$ cat config.mk
export PLATFORM = sky130hd
export DESIGN_NAME = grid_astar_path_search
export DESIGN_NICKNAME = d
export VERILOG_FILES = /design/src/rtl/core/gasp_pkg.sv /design/src/rtl/core/gasp_ram.sv /design/src/rtl/core/grid_astar_path_search.sv
export VERILOG_INCLUDE_DIRS = /design/src /design/src/rtl/core
export SDC_FILE = /design/constraint.sdc
export NUM_CORES = 2
export LEC_CHECK = 0
export BUFFER_PORTS_ARGS = -buffer_cell sky130_fd_sc_hd__buf_4
export CAP_MARGIN = 20
export CORE_MARGIN = 2
export CORE_UTILIZATION = 35
export DETAILED_ROUTE_END_ITERATION = 8
export GPL_TIMING_DRIVEN = 0
export SYNTH_ARGS = -nofsm -noshare
export SYNTH_HDL_FRONTEND = slang
export SYNTH_HIERARCHICAL = 1
export SYNTH_SLANG_ARGS = --single-unit
$ cat constraint.sdc
create_clock -name clk -period 14.79 [get_ports clk]
set_input_delay 0.7395 -clock clk [delete_from_list [all_inputs] [get_ports clk]]
set_output_delay 0.7395 -clock clk [all_outputs]
set_load 0.02 [all_outputs]
$ cat src/rtl/core/assert_macros.svh
// Assertion macros shared by the RTL of the path search block.
// Depends on nothing; included by files that carry assertions.
`ifndef ASSERT_MACROS_SVH
`define ASSERT_MACROS_SVH
// Implication checked on every clock edge outside reset.
`define ASSERT_IMPL(label, clk, rst, ante, cons, msg) \
  label: assert property (@(posedge clk) disable iff (rst) (ante) |-> (cons)) else $error(msg);
// Implication checked in the cycle after the antecedent.
`define ASSERT_NEXT(label, clk, rst, ante, cons, msg) \
  label: assert property (@(posedge clk) disable iff (rst) (ante) |=> (cons)) else $error(msg);
`endif

$ cat src/rtl/core/gasp_pkg.sv
// Package for the grid path search: sizes, state encoding, function codes, square root and saturating add.
// Depends on nothing.
`default_nettype none
package gasp_pkg;
  localparam int GridRows = 8;
  localparam int GridCols = 8;
  localparam int CostFracBits = 8;
  localparam int CostW = 16;
  localparam logic [CostW-1:0] CostMax = 16'hFFFF;

  typedef enum logic [3:0] {
    ST_IDLE, ST_INIT, ST_SCAN, ST_SCAN_END, ST_NB_RD, ST_NB_EVAL, ST_WALK_RD,
    ST_WALK_WAIT, ST_EMIT, ST_NOPATH
  } state_t;

  localparam logic FUNC_LOAD = 1'b0;
  localparam logic FUNC_SEARCH = 1'b1;

  // Fixed-point square root of an integer (fb fraction bits) rounded to nearest, elaboration-time or table use only.
  function automatic logic [CostW-1:0] root_fixed(input int d2, input int fb);
    longint x;
    longint s;
    longint t;
    begin
      x = longint'(d2) << (2 * fb);
      s = 0;
      for (int b = 24; b >= 0; b--) begin
        t = s | (longint'(1) << b);
        if (t * t <= x) s = t;
      end
      if (x - s * s > s) s = s + 1;
      root_fixed = (s > 65535) ? CostMax : s[CostW-1:0];
    end
  endfunction

  function automatic logic [CostW-1:0] sat_add(input logic [CostW-1:0] a,
                                               input logic [CostW-1:0] b);
    logic [CostW:0] s;
    begin
      s = {1'b0, a} + {1'b0, b};
      sat_add = s[CostW] ? CostMax : s[CostW-1:0];
    end
  endfunction
endpackage
`default_nettype wire

$ cat src/rtl/core/gasp_ram.sv
// Generic single-port-write RAM with a registered read.
// Depends on nothing.
`default_nettype none
module gasp_ram #(
  parameter int Width = 16,
  parameter int Depth = 64
) (
  input  wire logic                     clk,
  input  wire logic                     we,
  input  wire logic [$clog2(Depth)-1:0] waddr,
  input  wire logic [Width-1:0]         wdata,
  input  wire logic [$clog2(Depth)-1:0] raddr,
  output logic      [Width-1:0]         rdata
);
  logic [Width-1:0] mem [Depth];

  always_ff @(posedge clk) begin
    if (we) mem[waddr] <= wdata;
    rdata <= mem[raddr];
  end
endmodule
`default_nettype wire

$ cat src/rtl/core/grid_astar_path_search.sv
// Top level of the 8-connected grid path search.
// Depends on gasp_pkg, gasp_ram and assert_macros.svh.
//
// A word with func 0 writes one row of the occupancy grid at the accepting edge;
// busy stays low, so the next word may follow on the very next edge. A word with
// func 1 runs a best-first search from the source to the destination cell and
// answers with the path cells, source first, with last set on the destination, or
// with a single no-path word (status 1, cell 0, last 1). Result words leave one
// at a time, each on the ports for exactly one cycle under strobe; the receiver
// cannot stall them. busy stays high from the accepted search start until the
// last result has gone. A search first seeds the source, then runs expansions:
// each scans every cell slot through a single compare unit, closes the chosen
// cell, and handles each neighbour by reading the cost memories, then evaluating
// and writing back. The expansion that meets the destination stops at that
// neighbour. Tracing the path back reads the parent memory and then writes the
// path buffer for each parent step; sending reads each word from the path buffer
// and then drives it. An end point off the grid is answered with the no-path
// word, with no search.
// Cells are addressed internally as {row, col}, which keeps the scan in row-major
// order for any grid width. Per-search cost, parent and path stores are memories;
// the open marks and their "touched this search" bits are flip-flops, all cleared
// together when a search start is accepted, and an untouched entry reads as all
// ones.
`default_nettype none
`include "assert_macros.svh"
module grid_astar_path_search #(
  parameter int GridRows = gasp_pkg::GridRows,
  parameter int GridCols = gasp_pkg::GridCols,
  parameter int CostFracBits = gasp_pkg::CostFracBits
) (
  input  wire logic       clk,
  input  wire logic       rst,
  input  wire logic       start,
  output logic            busy,
  input  wire logic       func,
  input  wire logic [2:0] row_index,
  input  wire logic [7:0] row_blocked,
  input  wire logic [2:0] src_row,
  input  wire logic [2:0] src_col,
  input  wire logic [2:0] dst_row,
  input  wire logic [2:0] dst_col,
  output logic            strobe,
  output logic [2:0]      cell_row,
  output logic [2:0]      cell_col,
  output logic            status,
  output logic            last
);
  // Cell slots, addressed as {row, col}.
  localparam int NCells = 64;
  localparam int CW = 6;
  localparam int CostW = gasp_pkg::CostW;
  localparam logic [CostW-1:0] StraightStep = CostW'(1 << CostFracBits);
  localparam logic [CostW-1:0] DiagStep = gasp_pkg::root_fixed(2, CostFracBits);

  gasp_pkg::state_t state, state_next;

  logic [7:0] blocked_map [8];
  logic [NCells-1:0] open_marks;
  logic [NCells-1:0] touched;
  logic [2:0] dr, dc;
  logic [CW-1:0] src, dst;
  logic [CW:0] scan_idx;
  logic [CW-1:0] cur;
  logic [2:0] cur_r, cur_c;
  logic cur_found;
  logic [CostW-1:0] cur_best;
  logic [CostW-1:0] cur_g;
  logic [2:0] dir;
  logic [CW-1:0] walk_cell;
  logic [CW:0] path_len;
  logic [CW:0] emit_idx;
  logic emit_rd;

  // Shared memories: best total, cost so far, parent, path buffer.
  logic bt_we, g_we, par_we, pb_we;
  logic [CW-1:0] bt_waddr, bt_raddr, g_raddr, par_waddr, par_raddr;
  logic [CostW-1:0] bt_wdata, bt_rdata, g_wdata, g_rdata;
  logic [CW-1:0] par_wdata, par_rdata;
  logic [CW-1:0] pb_waddr, pb_wdata, pb_rdata;

  gasp_ram #(.Width(CostW), .Depth(NCells)) u_best (
    .clk(clk), .we(bt_we), .waddr(bt_waddr), .wdata(bt_wdata),
    .raddr(bt_raddr), .rdata(bt_rdata));
  gasp_ram #(.Width(CostW), .Depth(NCells)) u_cost (
    .clk(clk), .we(g_we), .waddr(bt_waddr), .wdata(g_wdata),
    .raddr(g_raddr), .rdata(g_rdata));
  gasp_ram #(.Width(CW), .Depth(NCells)) u_parent (
    .clk(clk), .we(par_we), .waddr(par_waddr), .wdata(par_wdata),
    .raddr(par_raddr), .rdata(par_rdata));
  // Path cells, destination at index 0, source at the highest index.
  gasp_ram #(.Width(CW), .Depth(NCells)) u_path (
    .clk(clk), .we(pb_we), .waddr(pb_waddr), .wdata(pb_wdata),
    .raddr(emit_idx[CW-1:0]), .rdata(pb_rdata));

  // Heuristic table indexed by {row distance, column distance}.
  logic [CostW-1:0] heur_tab [NCells];
  for (genvar hi = 0; hi < NCells; hi++) begin : g_heur
    localparam logic [CostW-1:0] HeurVal =
      gasp_pkg::root_fixed((hi / 8) * (hi / 8) + (hi % 8) * (hi % 8), CostFracBits);
    assign heur_tab[hi] = HeurVal;
  end

  // Neighbour in the order N, S, E, W, NE, NW, SE, SW.
  logic signed [4:0] dro, dco, nr, nc;
  logic nb_in, nb_free, nb_diag;
  logic [CW-1:0] nb;
  logic [2:0] ar, ac;
  logic [CostW-1:0] nb_g, nb_f, nb_best, heur;
  logic [CW-1:0] scan_cell;
  logic scan_better;
  logic [CostW-1:0] scan_val;
  logic [CW-1:0] ptr_scan_d;
  logic scan_valid_d;

  always_comb begin
    dro = 5'sd0;
    dco = 5'sd0;
    case (dir)
      3'd0: begin dro = -5'sd1; dco = 5'sd0; end
      3'd1: begin dro = 5'sd1; dco = 5'sd0; end
      3'd2: begin dro = 5'sd0; dco = 5'sd1; end
      3'd3: begin dro = 5'sd0; dco = -5'sd1; end
      3'd4: begin dro = -5'sd1; dco = 5'sd1; end
      3'd5: begin dro = -5'sd1; dco = -5'sd1; end
      3'd6: begin dro = 5'sd1; dco = 5'sd1; end
      default: begin dro = 5'sd1; dco = -5'sd1; end
    endcase
    nr = $signed({2'b00, cur_r}) + dro;
    nc = $signed({2'b00, cur_c}) + dco;
    nb_in = (nr >= 0) && (nr < GridRows) && (nc >= 0) && (nc < GridCols);
    nb_free = nb_in && !blocked_map[nr[2:0]][nc[2:0]];
    nb = {nr[2:0], nc[2:0]};
    nb_diag = dir[2];
    ar = (nr[2:0] > dr) ? nr[2:0] - dr : dr - nr[2:0];
    ac = (nc[2:0] > dc) ? nc[2:0] - dc : dc - nc[2:0];
    heur = heur_tab[{ar, ac}];
    nb_g = gasp_pkg::sat_add(cur_g, nb_diag ? DiagStep : StraightStep);
    nb_f = gasp_pkg::sat_add(nb_g, heur);
    nb_best = touched[nb] ? bt_rdata : gasp_pkg::CostMax;
  end

  // Scan pipeline: address issued at scan_idx, data compared in the next cycle.
  assign scan_cell = scan_idx[CW-1:0];
  assign scan_val = touched[ptr_scan_d] ? bt_rdata : gasp_pkg::CostMax;
  assign scan_better = scan_valid_d && open_marks[ptr_scan_d] &&
                       (!cur_found || scan_val < cur_best);

  // Read address sharing.
  always_comb begin
    bt_raddr = scan_cell;
    g_raddr = cur;
    par_raddr = walk_cell;
    case (state)
      gasp_pkg::ST_NB_RD: bt_raddr = nb;
      // Point the cost read at the cell about to be expanded.
      gasp_pkg::ST_SCAN_END: g_raddr = scan_better ? ptr_scan_d : cur;
      default: bt_raddr = scan_cell;
    endcase
  end

  // Write port control.
  always_comb begin
    bt_we = 1'b0;
    g_we = 1'b0;
    par_we = 1'b0;
    pb_we = 1'b0;
    bt_waddr = nb;
    bt_wdata = nb_f;
    g_wdata = nb_g;
    par_waddr = nb;
    par_wdata = cur;
    pb_waddr = path_len[CW-1:0];
    pb_wdata = walk_cell;
    case (state)
      gasp_pkg::ST_INIT: begin
        bt_we = 1'b1;
        g_we = 1'b1;
        bt_waddr = src;
        bt_wdata = '0;
        g_wdata = '0;
        par_we = 1'b1;
        par_waddr = src;
        par_wdata = src;
        pb_we = 1'b1;
        pb_waddr = '0;
        pb_wdata = src;
      end
      gasp_pkg::ST_NB_EVAL: begin
        if (nb_free && nb == dst) begin
          par_we = 1'b1;
          pb_we = 1'b1;
          pb_waddr = '0;
          pb_wdata = dst;
        end else if (nb_free && nb_best > nb_f) begin
          bt_we = 1'b1;
          g_we = 1'b1;
          par_we = 1'b1;
        end
      end
      gasp_pkg::ST_WALK_WAIT: pb_we = 1'b1;
      default: ;
    endcase
  end

  // Next state.
  always_comb begin
    state_next = state;
    case (state)
      gasp_pkg::ST_IDLE:
        if (start && func == gasp_pkg::FUNC_SEARCH) begin
          if (src_row >= GridRows || src_col >= GridCols ||
              dst_row >= GridRows || dst_col >= GridCols)
            state_next = gasp_pkg::ST_NOPATH;
          else
            state_next = gasp_pkg::ST_INIT;
        end
      gasp_pkg::ST_INIT:
        state_next = (src == dst) ? gasp_pkg::ST_EMIT : gasp_pkg::ST_SCAN;
      gasp_pkg::ST_SCAN:
        if (scan_idx == (CW+1)'(NCells - 1)) state_next = gasp_pkg::ST_SCAN_END;
      gasp_pkg::ST_SCAN_END:
        state_next = (cur_found || scan_better) ? gasp_pkg::ST_NB_RD
                                                : gasp_pkg::ST_NOPATH;
      gasp_pkg::ST_NB_RD:
        state_next = gasp_pkg::ST_NB_EVAL;
      gasp_pkg::ST_NB_EVAL:
        if (nb_free && nb == dst) state_next = gasp_pkg::ST_WALK_RD;
        else if (dir == 3'd7) state_next = gasp_pkg::ST_SCAN;
        else state_next = gasp_pkg::ST_NB_RD;
      gasp_pkg::ST_WALK_RD:
        state_next = gasp_pkg::ST_WALK_WAIT;
      gasp_pkg::ST_WALK_WAIT:
        if (walk_cell == src || path_len == (CW+1)'(NCells - 1))
          state_next = gasp_pkg::ST_EMIT;
        else
          state_next = gasp_pkg::ST_WALK_RD;
      gasp_pkg::ST_EMIT:
        if (strobe && last) state_next = gasp_pkg::ST_IDLE;
      gasp_pkg::ST_NOPATH:
        if (strobe) state_next = gasp_pkg::ST_IDLE;
      default: state_next = gasp_pkg::ST_IDLE;
    endcase
  end

  // Outputs.
  always_comb begin
    busy = (state != gasp_pkg::ST_IDLE);
  end

  always_ff @(posedge clk) begin
    if (rst) begin
      state <= gasp_pkg::ST_IDLE;
      strobe <= 1'b0;
      for (int i = 0; i < 8; i++) blocked_map[i] <= '0;
      open_marks <= '0;
      touched <= '0;
      scan_valid_d <= 1'b0;
      cur_found <= 1'b0;
      emit_rd <= 1'b0;
    end else begin
      state <= state_next;
      strobe <= 1'b0;
      scan_valid_d <= 1'b0;
      case (state)
        gasp_pkg::ST_IDLE: begin
          if (start && func == gasp_pkg::FUNC_LOAD && row_index < GridRows)
            blocked_map[row_index] <= row_blocked;
          if (start && func == gasp_pkg::FUNC_SEARCH) begin
            dr <= dst_row;
            dc <= dst_col;
            src <= {src_row, src_col};
            dst <= {dst_row, dst_col};
            open_marks <= '0;
            touched <= '0;
          end
        end
        gasp_pkg::ST_INIT: begin
          open_marks[src] <= 1'b1;
          touched[src] <= 1'b1;
          scan_idx <= '0;
          cur_found <= 1'b0;
          path_len <= (CW+1)'(1);
          emit_idx <= '0;
        end
        gasp_pkg::ST_SCAN: begin
          if (scan_better) begin
            cur <= ptr_scan_d;
            cur_best <= scan_val;
            cur_found <= 1'b1;
          end
          ptr_scan_d <= scan_cell;
          scan_valid_d <= 1'b1;
          scan_idx <= scan_idx + 1'b1;
        end
        gasp_pkg::ST_SCAN_END: begin
          if (scan_better) begin
            cur <= ptr_scan_d;
            cur_r <= ptr_scan_d[5:3];
            cur_c <= ptr_scan_d[2:0];
            open_marks[ptr_scan_d] <= 1'b0;
          end else begin
            cur_r <= cur[5:3];
            cur_c <= cur[2:0];
            open_marks[cur] <= 1'b0;
          end
          dir <= '0;
          scan_idx <= '0;
          cur_found <= 1'b0;
        end
        gasp_pkg::ST_NB_RD: begin
          // cost memory holds g of the expanded cell at this read
          if (dir == 3'd0) cur_g <= g_rdata;
        end
        gasp_pkg::ST_NB_EVAL: begin
          if (nb_free && nb == dst) begin
            walk_cell <= cur;
            path_len <= (CW+1)'(1);
          end else if (nb_free && nb_best > nb_f) begin
            open_marks[nb] <= 1'b1;
            touched[nb] <= 1'b1;
          end
          dir <= dir + 1'b1;
        end
        gasp_pkg::ST_WALK_WAIT: begin
          path_len <= path_len + 1'b1;
          walk_cell <= par_rdata;
          if (state_next == gasp_pkg::ST_EMIT) emit_idx <= path_len;
        end
        gasp_pkg::ST_EMIT: begin
          // First settle the path read, then send the word.
          if (emit_rd) begin
            strobe <= 1'b1;
            cell_row <= pb_rdata[5:3];
            cell_col <= pb_rdata[2:0];
            status <= 1'b0;
            last <= (emit_idx == '0);
            emit_idx <= emit_idx - 1'b1;
            emit_rd <= 1'b0;
          end else if (!(strobe && last)) begin
            emit_rd <= 1'b1;
          end
        end
        gasp_pkg::ST_NOPATH: begin
          if (!strobe) begin
            strobe <= 1'b1;
            cell_row <= '0;
            cell_col <= '0;
            status <= 1'b1;
            last <= 1'b1;
          end
        end
        default: ;
      endcase
    end
  end

  `ASSERT_IMPL(a_strobe_busy, clk, rst, strobe, busy, "result strobe while idle")
  `ASSERT_NEXT(a_strobe_pulse, clk, rst, strobe, !strobe, "result held over two cycles")
  `ASSERT_IMPL(a_nopath_last, clk, rst, strobe && status, last && cell_row == '0 && cell_col == '0, "no-path word malformed")
  `ASSERT_NEXT(a_last_idle, clk, rst, strobe && last, !busy, "busy after final word")
endmodule
`default_nettype wire
==> results.md <==
- Number of routed nets with antenna violations: 0
- Post-synth EDFFs: 2980
- Final setup violation count: 0
- Finished Core Util: 40.8%
- Metal-1 WL: 151000 um
- Via density: 5.62
- # DRC: 0
- CP arrival: 13990 ps
- Core Footprint: 369000 um2
- Worst EP required: 15370 ps
- Final Hold Viols: 0
- I/O Buffers: 35
- Register area share after synthesis: 71.7%
- Yosys top cell area share: 68.9%
- DR WL/cell: 28.2 um
- CP Launch Type: register
- Maxcap violations: 0
- Largest net degree at the start of global routing: 65
- H-tree depth: 5
- Syn. warnings: 6
- Net Switching: 4.94 mW
- Met2 wire len: 175000 um
- Area occupied by multi-input gates: 34700 um2
- Switch share: 24.0%
- Cell Rows: 223
- Synth cell count leaders: edfxtp_1 (2980), mux4_2 (631), nor2_1 (505)
- Max incr delay on CP: 760 ps
- Total GRT Usage: 19.2%
- Largest cells by area after synthesis: edfxtp_1 (69%), mux4_2 (11%), dfxtp_1 (2.8%)
- Clock Pin Slew Worst Setup and Hold Paths: 60 ps
- DR iter-0 viols: 8278
- Post-route design area: 151000 um2
- Share of cells above drive strength 1: 23.1%
- Internal power: 15.6 mW
- RSZ-0062 raised after global routing: false
- LEAKAGE: 47.7 nW
- Die span in x: 613 um
- Clock Tree Buf Depth: 4
- Router iterations before antenna repair: 8
- Number of synthesized register bits: 3160
- Outcome: finished, final reports clean
- Pwr/cell area: 136 nW/um2
- Congestion Overflow GR: 0
- I/O pin count: 37
- Headroom to the max-slew limit: 25.6%
- Placed insts: 12500
- Area delta synth->final: 16.0%
- Crit Path Class: register to register
- Syn Nets: 7412
- Drt total wl: 369000 um
- Root Buffer Master: clkbuf_16
- Critical path fanouts, max: 13
- Crit end category: register
- Cell taking the most area after synthesis: edfxtp_1
- Asr flop ratio synth: 0%
- Post-CTS sizing: 0
- Distinct cell type count after synthesis: 99
- DP HPWL: 258000 um
- CTS tree: yes
- Post-Layout Cell Count: 13100
- Vias in the first global route: 72700
- Ys flop type: edfxtp_1
- Seq pwr share: 50.3%
- Hold depth: 1
- Clock network power share: 39.6%
- Hold crit path type: input port to register
- Max IR drop VDD: 0.0000828 V
- Combinational power share: 10.1%
- Layout net count: 7974
- Final Skew: 64.3 ps
- Sink Count: 3160
- Final slew viol count: 0
- Highest clock rate: 0.0746 GHz
- Worst slew pin tran: 1120 ps
- Top sig layer: met5
- Tmin final: 13400 ps
- Die span in y: 613 um
- Dpl cell area: 140000 um2
- Post-synthesis cell area: 130000 um2
- Vias: 73400
- Initial antenna violation count: 12
- Cts bufs inserted: 329
- First-pass GRT wire length: 527000 um
- Met3 WL: 29400 um
- Skew-Pair Late Insertion Delay: 940 ps
- Fillers: 32600
- Initial Util: 35.2%
- Critical path's slowest cell: edfxtp_1
- Top-count cell post-synth: edfxtp_1
- Register area: 93100 um2
- Die ar.: 376000 um2
- Final cycle utilization of the critical path: 90.6%
- Mapped Cells: 7293
- Syn_area_per_cell: 17.8 um2
- Worst reg-to-reg path cell count: 41
- Routability Congestion: 0.940
[power groups by stage]
stage / Clock [mW] / Sequential (mW) / Combinational, mW
finish: 8.13 / 10.3 / 2.08
global route: 8.62 / 10.3 / 2.21
CTS: 8.28 / 10.3 / 2.09
detailed placement: 0 / 10.5 / 2.08
global placement: 0 / 10.6 / 1.81
floorplan: 0 / 10.5 / 1.05
[worst paths after layout]
check                           from                          to  slack, ps
max             dir[2]$_SDFFCE_PN0P_  u_best/mem[4][6]$_DFFE_PP_       1390
min                       src_row[2]            src[5]$_DFFE_PP_        110
max reg2reg     dir[2]$_SDFFCE_PN0P_  u_best/mem[4][6]$_DFFE_PP_       1390
min reg2reg  u_cost/rdata[4]$_DFF_P_          cur_g[4]$_DFFE_PP_        400
[stage by stage]
step / setup slack (ps) / hold slack (ps) / power [mW] / setup TNS (ps)
after floorplan: 4530 / 386 / 11.6 / 0
after global placement: -1090 / 393 / 12.4 / -659760
after detailed placement: 1660 / 392 / 12.6 / 0
after CTS: 1590 / 42.8 / 20.7 / 0
after global routing: 394 / 57.3 / 21.2 / 0
final: 1390 / 108 / 20.5 / 0
[flip-flops by register name (all words and copies together), names as in the netlist, 7 cells and up]
signal and cells:
cur_g 16, u_path/mem 384, u_parent/mem 384, u_cost/rdata 16, open_marks 64, touched 64, path_len 7, emit_idx 7
blocked_map 64, u_cost/mem 1024, cur_best 16, scan_idx 7, u_best/mem 1024, u_best/rdata 16
[per-layer routing]
layer / GRT usage, % / up-vias
li1: - / 30800
met1: 26.0 / 38600
met2: 31.1 / 3416
met3: 3.49 / 706
met4: 6.56 / 6
met5: 0 / -
[logic make-up (layout without fill, tap and decap cells)]
family | Yosys count | in the layout | share of synthesized area, %
fa+ha+maj | 92 | 92 | 0.926
buf+inv | 502 | 1320 | 2.14
simple gates | 1534 | 1534 | 5.80
flops | 3160 | 3160 | 71.7
xor+xnor | 47 | 47 | 0.323
mux | 973 | 973 | 13.9
other cells | 0 | 5 | 0
compound gates | 985 | 985 | 5.27
[cell type report]
class / count / share of cell area (%)
timing repair buffer: 231 / 2.34
multi-input combinational: 3631 / 23.0
clock buffer: 421 / 5.86
antenna: 5 / 0.00830
sequential: 3160 / 61.8
clock inverter: 166 / 1.09
inverter: 68 / 0.169
buffer: 434 / 1.68
tap: 4950 / 4.11
[worst max-delay path, delay by kind of cell, from the launching register on]
| kind | cells | cell delay [ps] |
|---|---|---|
| XOR/XNOR | 1 | 380 |
| AND/OR/NAND/NOR | 8 | 2310 |
| buffers and inverters | 10 | 2760 |
| AO/OA/AOI/OAI | 16 | 4500 |
| adder cells (fa/ha/maj) | 5 | 1910 |
| multiplexers | 1 | 440 |
| flip-flops | 1 | 760 |
[cell usage in the layout, fill, tap and decap left out, drive strengths merged, types with 65 or more instances in the layout]
master and n:
edfxtp 2980, a22oi 124, buf 453, ha 85, clkbuf 629, mux2 85
nand2 299, o21ai 111, clkinv 120, a221oi 65, mux4 649, a21oi 215
nor2b 111, nand3 174, dfxtp 180, nor2 509, mux2i 239, o22ai 125
inv 79, and2 94
[timing repair]
action | CTS | global route
setup buffers | 0 | 0
hold buffers | 4 | 0
hold endpoints to repair | 4 | 0
No activity file was read; power rests on OpenSTA's default activity.
